## src/rtl/core/cpr_pkg.sv

```systemverilog
package cpr_pkg;

	// Ring geometry. SLOTS must be a power of two between 4 and 65536.
	localparam int SLOTS      = 512;
	localparam int SLOT_W     = $clog2(SLOTS);
	localparam int SLOT_SHIFT = 3;                  // eight bytes per slot
	localparam int FREE_W     = 9;
	localparam int FREE_MAX   = (1 << FREE_W) - 1;
	localparam int CNT_W      = (SLOT_W > FREE_W) ? SLOT_W : FREE_W;
	localparam int WORD_W     = 32;
	localparam int ENTRY_W    = 2 * WORD_W;
	localparam int ADDR_W     = 32;

	localparam int IN_DATA_W  = 120;
	localparam int OUT_DATA_W = 112;

	typedef enum logic [1:0] {
		OP_RESET = 2'd0,
		OP_PUSH  = 2'd1,
		OP_POP   = 2'd2,
		OP_PEEK  = 2'd3
	} op_t;

	typedef struct packed {
		logic                 we;
		logic [SLOT_W-1:0]    waddr;
		logic [ENTRY_W-1:0]   wdata;
		logic                 re;
		logic [SLOT_W-1:0]    raddr;
	} ram_req_t;

	typedef struct packed {
		logic [FREE_W-1:0]    free_slots;
		logic [ADDR_W-1:0]    put_address;
		logic                 overflow;
		logic                 peek;
	} meta_t;

endpackage

```

## src/rtl/core/cpr_ptr.sv

```systemverilog
// Write and fence pointers, ring memory requests and the result fields
// that depend only on the pointers.
module cpr_ptr (
	input  logic                         clk,
	input  logic                         arst_n,
	input  logic                         accept,
	input  cpr_pkg::op_t                 op,
	input  logic [cpr_pkg::WORD_W-1:0]   word_first,
	input  logic [cpr_pkg::WORD_W-1:0]   word_second,
	input  logic [cpr_pkg::FREE_W-1:0]   pop_count,
	input  logic [cpr_pkg::ADDR_W-1:0]   dma_get_address,
	input  logic [cpr_pkg::FREE_W-1:0]   slot_offset,
	input  logic [cpr_pkg::ADDR_W-1:0]   base_address,
	output cpr_pkg::ram_req_t            ram_req,
	output cpr_pkg::meta_t               meta
);

	logic [cpr_pkg::SLOT_W-1:0] write_q;
	logic [cpr_pkg::SLOT_W-1:0] fence_q;
	logic [cpr_pkg::SLOT_W-1:0] write_nxt;
	logic [cpr_pkg::SLOT_W-1:0] fence_nxt;
	logic [cpr_pkg::SLOT_W-1:0] free_raw;
	logic [cpr_pkg::CNT_W-1:0]  free_ext;
	logic [cpr_pkg::CNT_W-1:0]  pop_sum;
	logic [cpr_pkg::CNT_W-1:0]  peek_sum;
	logic [cpr_pkg::ADDR_W-1:0] get_diff;
	logic                       full;
	logic                       ovf_flag;
	logic                       peek_flag;
	logic [cpr_pkg::FREE_W-1:0] free_sat;
	logic [cpr_pkg::ADDR_W-1:0] put_addr;

	assign full     = (write_q == fence_q);
	assign pop_sum  = cpr_pkg::CNT_W'(fence_q) + cpr_pkg::CNT_W'(pop_count);
	assign get_diff = dma_get_address - base_address;
	assign peek_sum = cpr_pkg::CNT_W'(get_diff[cpr_pkg::SLOT_SHIFT +: cpr_pkg::SLOT_W])
		+ cpr_pkg::CNT_W'(slot_offset);

	always_comb begin
		write_nxt     = write_q;
		fence_nxt     = fence_q;
		ram_req.we    = 1'b0;
		ram_req.waddr = write_q;
		ram_req.wdata = {word_second, word_first};
		ram_req.re    = 1'b0;
		ram_req.raddr = peek_sum[cpr_pkg::SLOT_W-1:0];
		ovf_flag      = 1'b0;
		peek_flag     = 1'b0;
		case (op)
			cpr_pkg::OP_RESET: begin
				write_nxt = '0;
				fence_nxt = cpr_pkg::SLOT_W'(cpr_pkg::SLOTS - 1);
			end
			cpr_pkg::OP_PUSH: begin
				if (full) begin
					ovf_flag = 1'b1;
				end else begin
					ram_req.we = accept;
					write_nxt  = write_q + 1'b1;
				end
			end
			cpr_pkg::OP_POP: begin
				fence_nxt = pop_sum[cpr_pkg::SLOT_W-1:0];
			end
			cpr_pkg::OP_PEEK: begin
				ram_req.re = accept;
				peek_flag  = 1'b1;
			end
			default: begin
			end
		endcase
	end

	// Free slots saturate when the ring is wider than the count field.
	assign free_raw = fence_nxt - write_nxt;
	assign free_ext = cpr_pkg::CNT_W'(free_raw);
	assign free_sat = (free_ext > cpr_pkg::CNT_W'(cpr_pkg::FREE_MAX))
		? cpr_pkg::FREE_W'(cpr_pkg::FREE_MAX) : free_ext[cpr_pkg::FREE_W-1:0];
	assign put_addr = base_address
		+ (cpr_pkg::ADDR_W'(write_nxt) << cpr_pkg::SLOT_SHIFT);

	assign meta = '{free_slots: free_sat, put_address: put_addr,
		overflow: ovf_flag, peek: peek_flag};

	always_ff @(posedge clk or negedge arst_n) begin
		if (!arst_n) begin
			write_q <= '0;
			fence_q <= cpr_pkg::SLOT_W'(cpr_pkg::SLOTS - 1);
		end else if (accept) begin
			write_q <= write_nxt;
			fence_q <= fence_nxt;
		end
	end

	a_push_full_holds: assert property (@(posedge clk) disable iff (!arst_n)
		accept && op == cpr_pkg::OP_PUSH && full |=> $stable(write_q) && $stable(fence_q))
		else $error("pointers moved on a dropped push");

	a_push_advances: assert property (@(posedge clk) disable iff (!arst_n)
		accept && op == cpr_pkg::OP_PUSH && !full
		|=> write_q == $past(write_q) + 1'b1 && $stable(fence_q))
		else $error("push did not advance the write pointer by one");

endmodule

```

## config.mk

```make
export PLATFORM = sky130hd
export DESIGN_NAME = cpr_ptr
export DESIGN_NICKNAME = d
export VERILOG_FILES = /design/src/rtl/core/cpr_pkg.sv /design/src/rtl/core/cpr_ptr.sv
export SDC_FILE = /design/constraint.sdc
export NUM_CORES = 1
export LEC_CHECK = 0
export BUFFER_PORTS_ARGS = -buffer_cell sky130_fd_sc_hd__buf_4
export CAP_MARGIN = 15
export CORE_AREA = 2 2 109 111
export DETAILED_ROUTE_END_ITERATION = 8
export DIE_AREA = 0 0 111 113
export GPL_ROUTABILITY_DRIVEN = 1
export PLACE_DENSITY = 0.74
export SYNTH_ARGS = -nofsm -noshare
export SYNTH_HDL_FRONTEND = slang
export SYNTH_SLANG_ARGS = --single-unit
```

## constraint.sdc

```tcl
create_clock -name clk -period 5.4 [get_ports clk]
set_clock_uncertainty 0.05 [all_clocks]
set_input_delay 1.08 -clock clk [delete_from_list [all_inputs] [get_ports clk]]
set_output_delay 1.08 -clock clk [all_outputs]
set_load 0.02 [all_outputs]
```

==> results of run 1 <==
## cells by family (layout without fill, tap and decap cells)
family                     Yosys count  in the layout  synth area share [%]
AOI/OAI and AO/OA                   88             88                 15.63
xor gates and xnor gates            73             73                 17.17
adders and majority gates           48             48                 16.94
buffers and inverters              114            175                 18.78
DFF                                 18             18                 12.40
muxes                                9              9                 2.688
and+or+nand+nor                    123            123                 16.40
## metal layers
layer / track usage (%) / up-vias / wire length [um]
met3: 3.053 / 14 / 812
li1: - / 1652 / -
met4: 2.833 / 0 / 87
met2: 27.81 / 167 / 4881
met5: 0 / - / 0
met1: 18.36 / 1543 / 4035
## how the worst max path moves through the flow
stage	depth (start not counted)	endpoint	slack [ps]	startpoint
4_1_cts	16	meta[15]	30	fence_q[7]$_DFFE_PN1P_
2_1_floorplan	14	meta[33]	420	op[1]
5_1_grt	16	meta[30]	-10	op[1]
3_3_place_gp	15	meta[15]	260	op[1]
6_report	16	meta[30]	180	op[1]
3_5_place_dp	18	ram_req[8]	180	dma_get_address[1]
## final cells by class
type	instances	area (um2)
clock buffer	4	78.83
fill	1153	6818
inverter	35	131.4
tap	143	178.9
sequential	18	461.7
multi-input combinational	341	2582
timing repair buffer	136	1021
## power groups by stage
stage	registers, W	clock network (W)	logic, W
after floorplan	0.000233	0	0.000834
after global placement	0.000244	0	0.00112
after detailed placement	0.000247	0	0.00115
after CTS	0.000245	0.000157	0.00115
after global routing	0.000252	0.000163	0.00125
final	0.000246	0.000153	0.00114
## per-stage QoR
stage | instance area [um2] | setup slack (ps) | utilization (%) | hold slack (ps)
2_1_floorplan | 3724 | 420.3 | - | 432.0
3_3_place_gp | 4355 | 260.1 | 38.64 | 443.2
3_5_place_dp | 4355 | 176.0 | 38.64 | 466.0
4_1_cts | 4434 | 34.28 | 39.34 | 474.7
5_1_grt | 4454 | -10.80 | 39.52 | 487.3
6_report | 4454 | 183.3 | 39.52 | 464.8
## placed cells by master, fill, tap and decap left out, types with 2 or more instances in the layout
cell,netlist,routed
buf_4,72,136
ha_1,44,44
nor2_1,41,40
xnor2_1,40,40
inv_1,34,34
xor2_1,33,33
nand2_1,23,23
o21ai_0,23,21
a21oi_1,21,20
nand3_1,10,10
a21o_1,10,10
dfstp_2,9,9
dfrtp_1,9,9
nor2b_1,8,8
mux2_2,8,8
nor3_1,8,7
nand4_1,7,7
nand2b_1,7,7
o21a_1,6,6
and3_1,6,6
o21bai_1,5,5
fa_1,4,4
a2bb2oi_1,3,3
a22o_1,3,3
o31ai_1,3,3
clkbuf_16,0,3
and3_2,2,2
nand3b_1,2,2
o21ai_1,1,2
or2_2,2,2
a31oi_1,2,2
o41ai_1,2,2
## sequential cells by signal, summed over array words and instances, names as in the netlist
name     count
fence_q      9
write_q      9
## Yosys cell counts (all sizes together) (2+ instances only)
cell type / instances / area [um2]
o21a: 6 / 45.04
nand2: 23 / 86.33
buf: 72 / 540.5
o21ai: 24 / 120.1
ha: 44 / 550.5
a31oi: 3 / 33.78
nor3: 8 / 40.04
xnor2: 40 / 350.3
nor2: 41 / 153.9
nand4: 7 / 43.79
nor2b: 8 / 50.05
a21o: 10 / 75.07
a21oi: 22 / 121.4
inv: 34 / 127.6
o41ai: 2 / 17.52
and2: 2 / 13.77
a22o: 4 / 36.29
or3: 2 / 17.52
o31ai: 3 / 22.52
clkbuf: 7 / 27.52
nand3: 11 / 60.06
or2: 2 / 12.51
mux2: 8 / 90.09
xor2: 33 / 289.0
dfrtp: 9 / 225.2
nand3b: 2 / 15.01
a2bb2oi: 3 / 26.28
nand2b: 7 / 43.79
fa: 4 / 80.08
o21bai: 5 / 37.54
a22oi: 2 / 15.01
dfstp: 9 / 236.5
and3: 8 / 52.55
## worst min-delay path, stage by stage, from the launching register on
cell	delay, ps
dfstp_2	380
inv_1	60
mux2i_1	70
==> metrics.md, run 1 <==
| Metric | Value |
|---|---|
| Outcome | finished, final reports clean |
| Hold endpoint | fence_q[0]$_DFFE_PN1P_ |
| RR Startpoint | fence_q[0]$_DFFE_PN1P_ |
| Crit path DAT | 4090 ps |
| Setup TNS | 0 ps |
| FMAX | 191.7 MHz |
| Ant diodes | 0 |
| Hold path startpoint | fence_q[0]$_DFFE_PN1P_ |
| Via count | 3,376 |
| Ratio of cells with drive above 1 in the final layout | 32.21% |
| Combinational power share | 74.1% |
| Initial DRC count | 138 |
| CTS root buf | clkbuf_16 |
| CTS sink cnt | 18 |
| Req. time, crit path | 4270 ps |
| Unique masters post-synth | 50 |
| Share of flip-flops with an asynchronous set or reset | 100.0% |
| Initial Util | 33.03% |
| Internal power | 0.0008098 W |
| Worst path bufs/invs | 3 |
| Register area share after synthesis | 12.40% |
| Synth Flop Type | dfstp_2 |
| Minimum clock period | 5217 ps |
| PD cells | 346.1 nW/um2 |
| CTS buffer count | 3 |
| DRC viols | 0 |
| Worst min-delay path class | flip-flop to flip-flop |
| CP Class | input pin to output port |
| Routed len/inst | 14.50 um |
| First-pass GRT wire length | 15.98 mm |
| Cell chain of the critical path | buf_4 -> a31oi_4 -> nand4_1 -> nor2_1 -> xnor2_1 -> nor2_1 -> ha_1 -> o21ai_0 -> nand2b_1 -> o21ai_0 -> buf_4 -> o21ai_0 -> nand3_1 -> nor2_1 -> xor2_1 -> buf_4 |
| Net switching power | 0.0007318 W |
| FP Rows | 39 |
| CP Capture Type | output port |
| Total of max-cap violations | 0 |
| Worst-Margin Slew | 552.9 ps |
| IO Pins | 278 |
| YS warnings | 0 |
| Synth Register Bits | 18 |
| Clock Power Share | 9.9% |
| Die width | 111 um |
| Largest net degree at the start of global routing | 23 |
| Register clock-pin slew on the reported worst setup and hold paths | 50 ps |
| Final setup fails | 0 |
| Synthesized area | 3724 um2 |
| Post-Synthesis Cells | 473 |
| Pleak | 2.148 nW |
| Overflow left after global routing | 0 |
| Total power | 0.001542 W |
| Drt total wl | 9.817 mm |
| ANT nets after route | 0 |
| Average cell area after synthesis | 7.872 um2 |
| Area delta synth->final | 19.62% |
| Critical R2R Capture | fence_q[8]$_DFFE_PN1P_ |
| Hold Buf Count CTS | 0 |
| Initial antenna violation count | 0 |
| Core footprint | 11,270 um2 |
| Mapped Nets | 672 |
| Switching share of power | 47.47% |
| Die footprint | 12,540 um2 |
| Rel. slew slack | 62.75% |
| Number of cells on the worst hold path | 2 |
| Slowest CP cell | ha_1 |
| Drt pass-1 iters | 4 |
| Clock Path Buffers | 2 |
| Period Utilization, post-route | 96.61% |
| Worst Reg-to-Reg Cells | 11 |
| CTS tree | done |
| Nets | 734 |
| GRT Total Usage | 15.09% |
| R2R Setup Slk | 2920 ps |
| Critical path's top delay family | simple AND/OR/NAND/NOR gates |
| H-tree depth | 1 |
| Clk Latency, worst-skew pair | 250 ps |
| Final Wtd Congestion | 0.8813 |
| Crit Path Max Fanout | 12 |
| Height of the die | 113 um |
| Number of global-route vias before repair | 3,422 |
| # port buffers | 129 |
| Placed cell count | 673 |
| Fin. Hold Viols | 0 |
| Sequential share of power | 16.0% |
| Slew Limit Fails | 0 |
| # Post-CTS Setup Buffers | 0 |
| Via density | 4.987 |
| Post-synth EDFFs | 0 |
| Critical Path Max Stage Delay | 330 ps |
| DP Wirelength | 8.540 mm |
| Cts repair resizes | 0 |
| Max IR drop VDD | 0.0001863 V |
| CP Launch Type | input pin |
| Final non-filler cell total | 677 |
No activity file was read; power rests on OpenSTA's default activity.
==> inputs of run 2 (changes only) <==
REMOVE_ABC_BUFFERS = 1   (was not set)
==> metrics.md, run 2 (synthesis gave the netlist of run 1 again) <==
| Metric | Value |
|---|---|
| Outcome | finished, final reports clean |
| CTS root buf | clkbuf_16 |
| Crit path DAT | 4000 ps (-90 ps) |
| Critical path's top delay family | compound AO/OA/AOI/OAI gates |
| Final Wtd Congestion | 0.9244 (+4.9%) |
| Largest net degree at the start of global routing | 23 (unchanged) |
| CP Capture Type | output port |
| Height of the die | 113 um (unchanged) |
| Minimum clock period | 5133 ps (-83.93 ps) |
| CTS tree | done |
| CP Class | input pin to output port |
| Max IR drop VDD | 0.0002525 V (+36%) |
| Routed len/inst | 24.75 um (+71%) |
| FP Rows | 39 (unchanged) |
| Setup WS post-layout | 267.3 ps (+83.93 ps) |
| Critical Path Max Stage Delay | 300 ps (-30 ps) |
| Fin. Hold Viols | 0 (unchanged) |
| Overflow left after global routing | 0 (unchanged) |
| Clock Path Buffers | 2 (unchanged) |
| Placed Area | 4355 um2 (unchanged) |
| Nets | 734 (unchanged) |
| Period Utilization, post-route | 95.05% (-1.6 points) |
| GRT Total Usage | 25.44% (+10 points) |
| Final instance area | 4466 um2 (+0.25%) |
| First-pass GRT wire length | 23.03 mm (+44%) |
| Rel. slew slack | 60.08% (-2.7 points) |
| Area delta synth->final | 19.93% |
| Biggest regs | fence_q: 9 flops, write_q: 9 flops |
| CTS buffer count | 3 (unchanged) |
| Hold Buf Count CTS | 0 (unchanged) |
| Finished Core Util | 39.62% (+0.10 points) |
| H-tree depth | 1 (unchanged) |
| Ratio of cells with drive above 1 in the final layout | 32.40% (+0.19 points) |
| Drt pass-1 iters | 6 (+2) |
| Final setup fails | 0 (unchanged) |
| IO Pins | 278 (unchanged) |
| Number of global-route vias before repair | 3,389 (-0.96%) |
| Cell chain of the critical path | buf_4 -> ha_1 -> a21o_1 -> a21o_1 -> and2_1 -> o21a_1 -> nor2_1 -> xnor2_1 -> ha_1 -> a21oi_1 -> nor2_1 -> nor2_1 -> nor2b_1 -> o21ai_1 -> a21oi_1 -> xnor2_1 -> xnor2_1 -> buf_4 |
| Initial antenna violation count | 0 (unchanged) |
| Slowest CP cell | ha_1 |
| Die footprint | 12,540 um2 (unchanged) |
| Slew Limit Fails | 0 (unchanged) |
| CTS sink cnt | 18 (unchanged) |
| Commonest non-fill, non-tap cell in the layout | buf_4 |
| ANT nets after route | 0 (unchanged) |
| Initial DRC count | 177 (+28%) |
| Initial Util | 33.03% (unchanged) |
| Clk Latency, worst-skew pair | 260 ps (about the same) |
| # port buffers | 129 (unchanged) |
| Total of max-cap violations | 0 (unchanged) |
| DP Wirelength | 15.05 mm (+76%) |
| Crit Path Max Fanout | 3 (-9) |
| Drt total wl | 16.76 mm (+71%) |
| Req. time, crit path | 4270 ps (about the same) |
| PD cells | 352.4 nW/um2 (+1.8%) |
| Worst path bufs/invs | 2 (-1) |
| Hold slack | 472.4 ps (+7.589 ps) |
| Pre-CTS setup slack | 189.2 ps (+13.12 ps) |
| Register clock-pin slew on the reported worst setup and hold paths | 60 ps (about the same) |
| Worst min-delay path class | flip-flop to flip-flop |
| Via density | 5.182 (+3.9%) |
| Via count | 3,508 (+3.9%) |
| CP Launch Type | input pin |
| Setup TNS | 0 ps (unchanged) |
| FMAX | 194.8 MHz (+1.6%) |
| Pleak | 2.155 nW (+0.36%) |
| DRC viols | 0 (unchanged) |
| Most frequent cells in the layout | 136 x buf_4, 44 x ha_1, 40 x xnor2_1 |
| Core footprint | 11,270 um2 (unchanged) |
| Worst-Margin Slew | 592.6 ps (+39.70 ps) |
| Ant diodes | 0 (unchanged) |
| Die width | 111 um (unchanged) |
-- run 2: path summary, 6_finish.rpt --
kind | end | startpoint | cells after the start | slack, ps
min in group asynchronous | write_q[8]$_DFFE_PN0P_ | arst_n | 1 | 650
hold reg to reg | fence_q[0]$_DFFE_PN1P_ | fence_q[0]$_DFFE_PN1P_ | 2 | 470
hold / removal | fence_q[0]$_DFFE_PN1P_ | fence_q[0]$_DFFE_PN1P_ | 2 | 470
max in group asynchronous | fence_q[5]$_DFFE_PN1P_ | arst_n | 1 | 4380
setup / recovery | ram_req[8] | dma_get_address[1] | 18 | 270
setup reg to reg | fence_q[8]$_DFFE_PN1P_ | fence_q[0]$_DFFE_PN1P_ | 11 | 2870
-- run 2: metal layers --
layer  GRT usage [%]  wire length [um]
met1           19.34              4518
met2           47.81              8714
met3           23.19              3270
met4           3.417               202
met5           3.922                48
-- run 2: stage by stage --
stage                power, W  instances
global placement     0.001358        673
floorplan           0.0009801        394
finish               0.001574        677
global route         0.001680        677
detailed placement   0.001387        673
CTS                  0.001567        677
-- run 2: area by class of cell --
cell class / count / area [um2]
Fill cell: 1151 / 6807
Multi-Input combinational cell: 341 / 2584
Timing Repair Buffer: 136 / 1021
Sequential cell: 18 / 461.7
Tap cell: 143 / 178.9
Inverter: 35 / 131.4
Clock buffer: 4 / 88.84
-- run 2: repair_timing --
action,CTS,global route
endpoints found under the hold margin,0,0
setup endpoints to repair,0,15
buffers inserted,0,0
gates resized for setup,0,7
-- run 2: tightest hold or removal path, stage by stage (launching register included) --
cell and delay [ps]:
dfstp_2 380, inv_1 70, mux2i_1 70
-- run 2: power by group --
part / internal (W) / switching (W) / total [W]
combinational: 0.000524 / 0.000628 / 0.00115
sequential: 0.000189 / 0.0000609 / 0.000249
clock: 0.000113 / 0.0000592 / 0.000172
==> inputs of run 3 (changes only) <==
CELL_PAD_IN_SITES_DETAIL_PLACEMENT = 1   (was not set)
CELL_PAD_IN_SITES_GLOBAL_PLACEMENT = 2   (was not set)
CORE_AREA = not set   (was 2 2 109 111)
CORE_ASPECT_RATIO = 1.25   (was not set)
CORE_UTILIZATION = 21   (was not set)
DIE_AREA = not set   (was 0 0 111 113)
PLACE_DENSITY = 0.9   (was 0.74)
SETUP_SLACK_MARGIN = 0.5   (was not set)
==> metrics.md, run 3 (synthesis gave the netlist of run 1 again) <==
| Metric | Value |
|---|---|
| Outcome | finished, final reports clean |
| Number of global-route vias before repair | 3,494 (+3.1%) |
| Net switching power | 0.0008268 W (+11%) |
| Critical Path Most Common Cell | xnor2_1 |
| Clock Path Buffers | 2 (unchanged) |
| Fin. Hold Viols | 0 (unchanged) |
| CP Launch Type | input pin |
| Minimum clock period | 4946 ps (-187.0 ps) |
| Ratio of cells with drive above 1 in the final layout | 45.98% (+14 points) |
| DRC viols | 0 (unchanged) |
| # port buffers | 129 (unchanged) |
| Slew Limit Fails | 0 (unchanged) |
| Die footprint | 18,270 um2 (+46%) |
| Switching share of power | 46.28% (-1.2 points) |
| Number of cells on the worst hold path | 2 (unchanged) |
| CTS tree | done |
| Worst-Margin Slew | 601.4 ps (+8.872 ps) |
| Crit path DAT | 3820 ps (-180 ps) |
| Initial antenna violation count | 0 (unchanged) |
| Setup TNS | 0 ps (unchanged) |
| Pre-CTS setup slack | 87.67 ps (-101.5 ps) |
| DP Wirelength | 14.89 mm (-1.0%) |
| PD cells | 345.1 nW/um2 (-2.1%) |
| Ant diodes | 0 (unchanged) |
| RSZ-0062 raised after global routing | true |
| Drt pass-1 iters | 4 (-2) |
| Fillcell total | 2,135 (+85%) |
| IO Pins | 278 (unchanged) |
| Die width | 121.1 um (+9.1%) |
| Cell chain of the critical path | buf_4 -> ha_1 -> a21o_1 -> a21oi_2 -> o21bai_1 -> a21oi_2 -> o21ai_1 -> xnor2_1 -> nand2_1 -> mux2_4 -> ha_4 -> nor2_1 -> nor2_1 -> o41ai_2 -> xnor2_1 -> xnor2_1 -> buf_4 |
| Drt total wl | 17.15 mm (+2.4%) |
| Slowest CP cell | mux2_4 |
| Commonest non-fill, non-tap cell in the layout | buf_4 |
| CP Class | input pin to output port |
| Biggest regs | fence_q: 9 flops, write_q: 9 flops |
| Nets | 772 (+5.2%) |
| Crit Path Max Fanout | 2 (-1) |
| Pleak | 2.394 nW (+11%) |
| Rel. slew slack | 59.48% (-0.60 points) |
| Initial DRC count | 69 (-61%) |
| Critical Path Max Stage Delay | 290 ps (about the same) |
| GRT Total Usage | 17.84% (-7.6 points) |
| Height of the die | 150.9 um (+34%) |
| Largest net degree at the start of global routing | 23 (unchanged) |
| Internal power | 0.0009595 W (+16%) |
| CTS root buf | clkbuf_16 |
| Clock Power Share | 9.3% (-1.6 points) |
| Hold Buf Count CTS | 0 (unchanged) |
| Clk Latency, worst-skew pair | 250 ps (about the same) |
| Total of max-cap violations | 0 (unchanged) |
| Combinational power share | 77.9% (+4.7 points) |
| Max IR drop VDD | 0.0002161 V (-14%) |
| Routed len/inst | 21.55 um (-13%) |
| Final setup fails | 0 (unchanged) |
| Core footprint | 17,430 um2 (+55%) |
| Worst path depth | 17 (-1) |
| Overflow left after global routing | 0 (unchanged) |
| Worst min-delay path class | flip-flop to flip-flop |
| Sequential share of power | 12.8% (-3.1 points) |
| CP Capture Type | output port |
| Worst Reg-to-Reg Cells | 10 (-1) |
| Register clock-pin slew on the reported worst setup and hold paths | 50 ps (about the same) |
| Req. time, crit path | 4270 ps (about the same) |
| First-pass GRT wire length | 23.06 mm (+0.12%) |
| Final Wtd Congestion | 0.8360 (-9.6%) |
| Worst path bufs/invs | 2 (unchanged) |
| H-tree depth | 1 (unchanged) |
| Most frequent cells in the layout | 167 x buf_4, 38 x xnor2_1, 37 x ha_1 |
| FP Rows | 54 (+38%) |
| Finished Core Util | 29.69% (-9.9 points) |
| CTS sink cnt | 18 (unchanged) |
| Setup WS post-layout | 454.3 ps (+187.0 ps) |
| ANT nets after route | 0 (unchanged) |
| Period Utilization, post-route | 91.59% (-3.5 points) |
| Via count | 3,585 (+2.2%) |
| Critical path's top delay family | compound AO/OA/AOI/OAI gates |
| CTS buffer count | 3 (unchanged) |
| Area delta synth->final | 39.01% |
| FMAX | 202.2 MHz (+3.8%) |
| Initial Util | 21.36% (-12 points) |
| Via density | 4.504 (-13%) |
==> run 3: path summary, 6_finish.rpt <==
kind                                                to                   start  slack (ps)
worst max-delay path                          meta[42]            pop_count[1]         450
worst min-delay path            fence_q[0]$_DFFE_PN1P_  fence_q[0]$_DFFE_PN1P_         480
worst max register to register  write_q[8]$_DFFE_PN0P_  fence_q[8]$_DFFE_PN1P_        2990
worst min register to register  fence_q[0]$_DFFE_PN1P_  fence_q[0]$_DFFE_PN1P_         480
max in group asynchronous       fence_q[1]$_DFFE_PN1P_                  arst_n        4390
min in group asynchronous       write_q[8]$_DFFE_PN0P_                  arst_n         640
==> run 3: timing repair <==
item                                    4_1_cts  5_1_grt
buffers inserted                             16       16
gates resized for setup                      49       36
pin swaps                                    44       42
endpoints found under the setup margin       26       26
==> run 3: power groups by stage <==
stage	sequential, W	clock, W	combinational [W]
floorplan	0.000244	0	0.000736
global placement	0.000237	0	0.00117
detailed placement	0.000240	0	0.00119
CTS	0.000231	0.000169	0.00132
global route	0.000235	0.000175	0.00151
finish	0.000229	0.000166	0.00139
==> run 3: worst register-to-register path, stage by stage (launching register included) <==
cell	delay, ps
dfstp_2	530
xor2_1	220
nor4_2	70
buf_4	150
a31oi_4	240
buf_6	140
buf_4	100
nand3_2	80
or3_4	390
a21oi_4	200
mux2_2	170
==> run 3: cell type report <==
class | count | area (um2) | share of cell area [%]
inverter | 35 | 136.4 | 2.635
clock buffer | 4 | 88.84 | 1.716
sequential | 18 | 462.9 | 8.944
timing repair buffer | 174 | 1336 | 25.82
tap | 224 | 280.3 | 5.415
multi-input combinational | 341 | 2872 | 55.47
==> run 3: layer usage <==
metal  routed length (um)  vias to the layer above  global-route usage (%)
li1                     -                     1724                       -
met1                 4918                     1634                   14.26
met2                 8175                      214                   30.51
met3                 3791                        9                   17.96
met4                   82                        4                   2.160
met5                  183                        -                   7.386
==> run 3: through the flow <==
stage / area, um2 / power (W) / hold WS [ps] / std cells
6_report: 5176 / 0.001786 / 480.5 / 796
5_1_grt: 5176 / 0.001921 / 496.4 / 796
4_1_cts: 4892 / 0.001724 / 483.5 / 780
3_5_place_dp: 4502 / 0.001433 / 459.9 / 760
3_3_place_gp: 4502 / 0.001405 / 453.1 / 760
2_1_floorplan: 3156 / 0.0009801 / 432.0 / 394
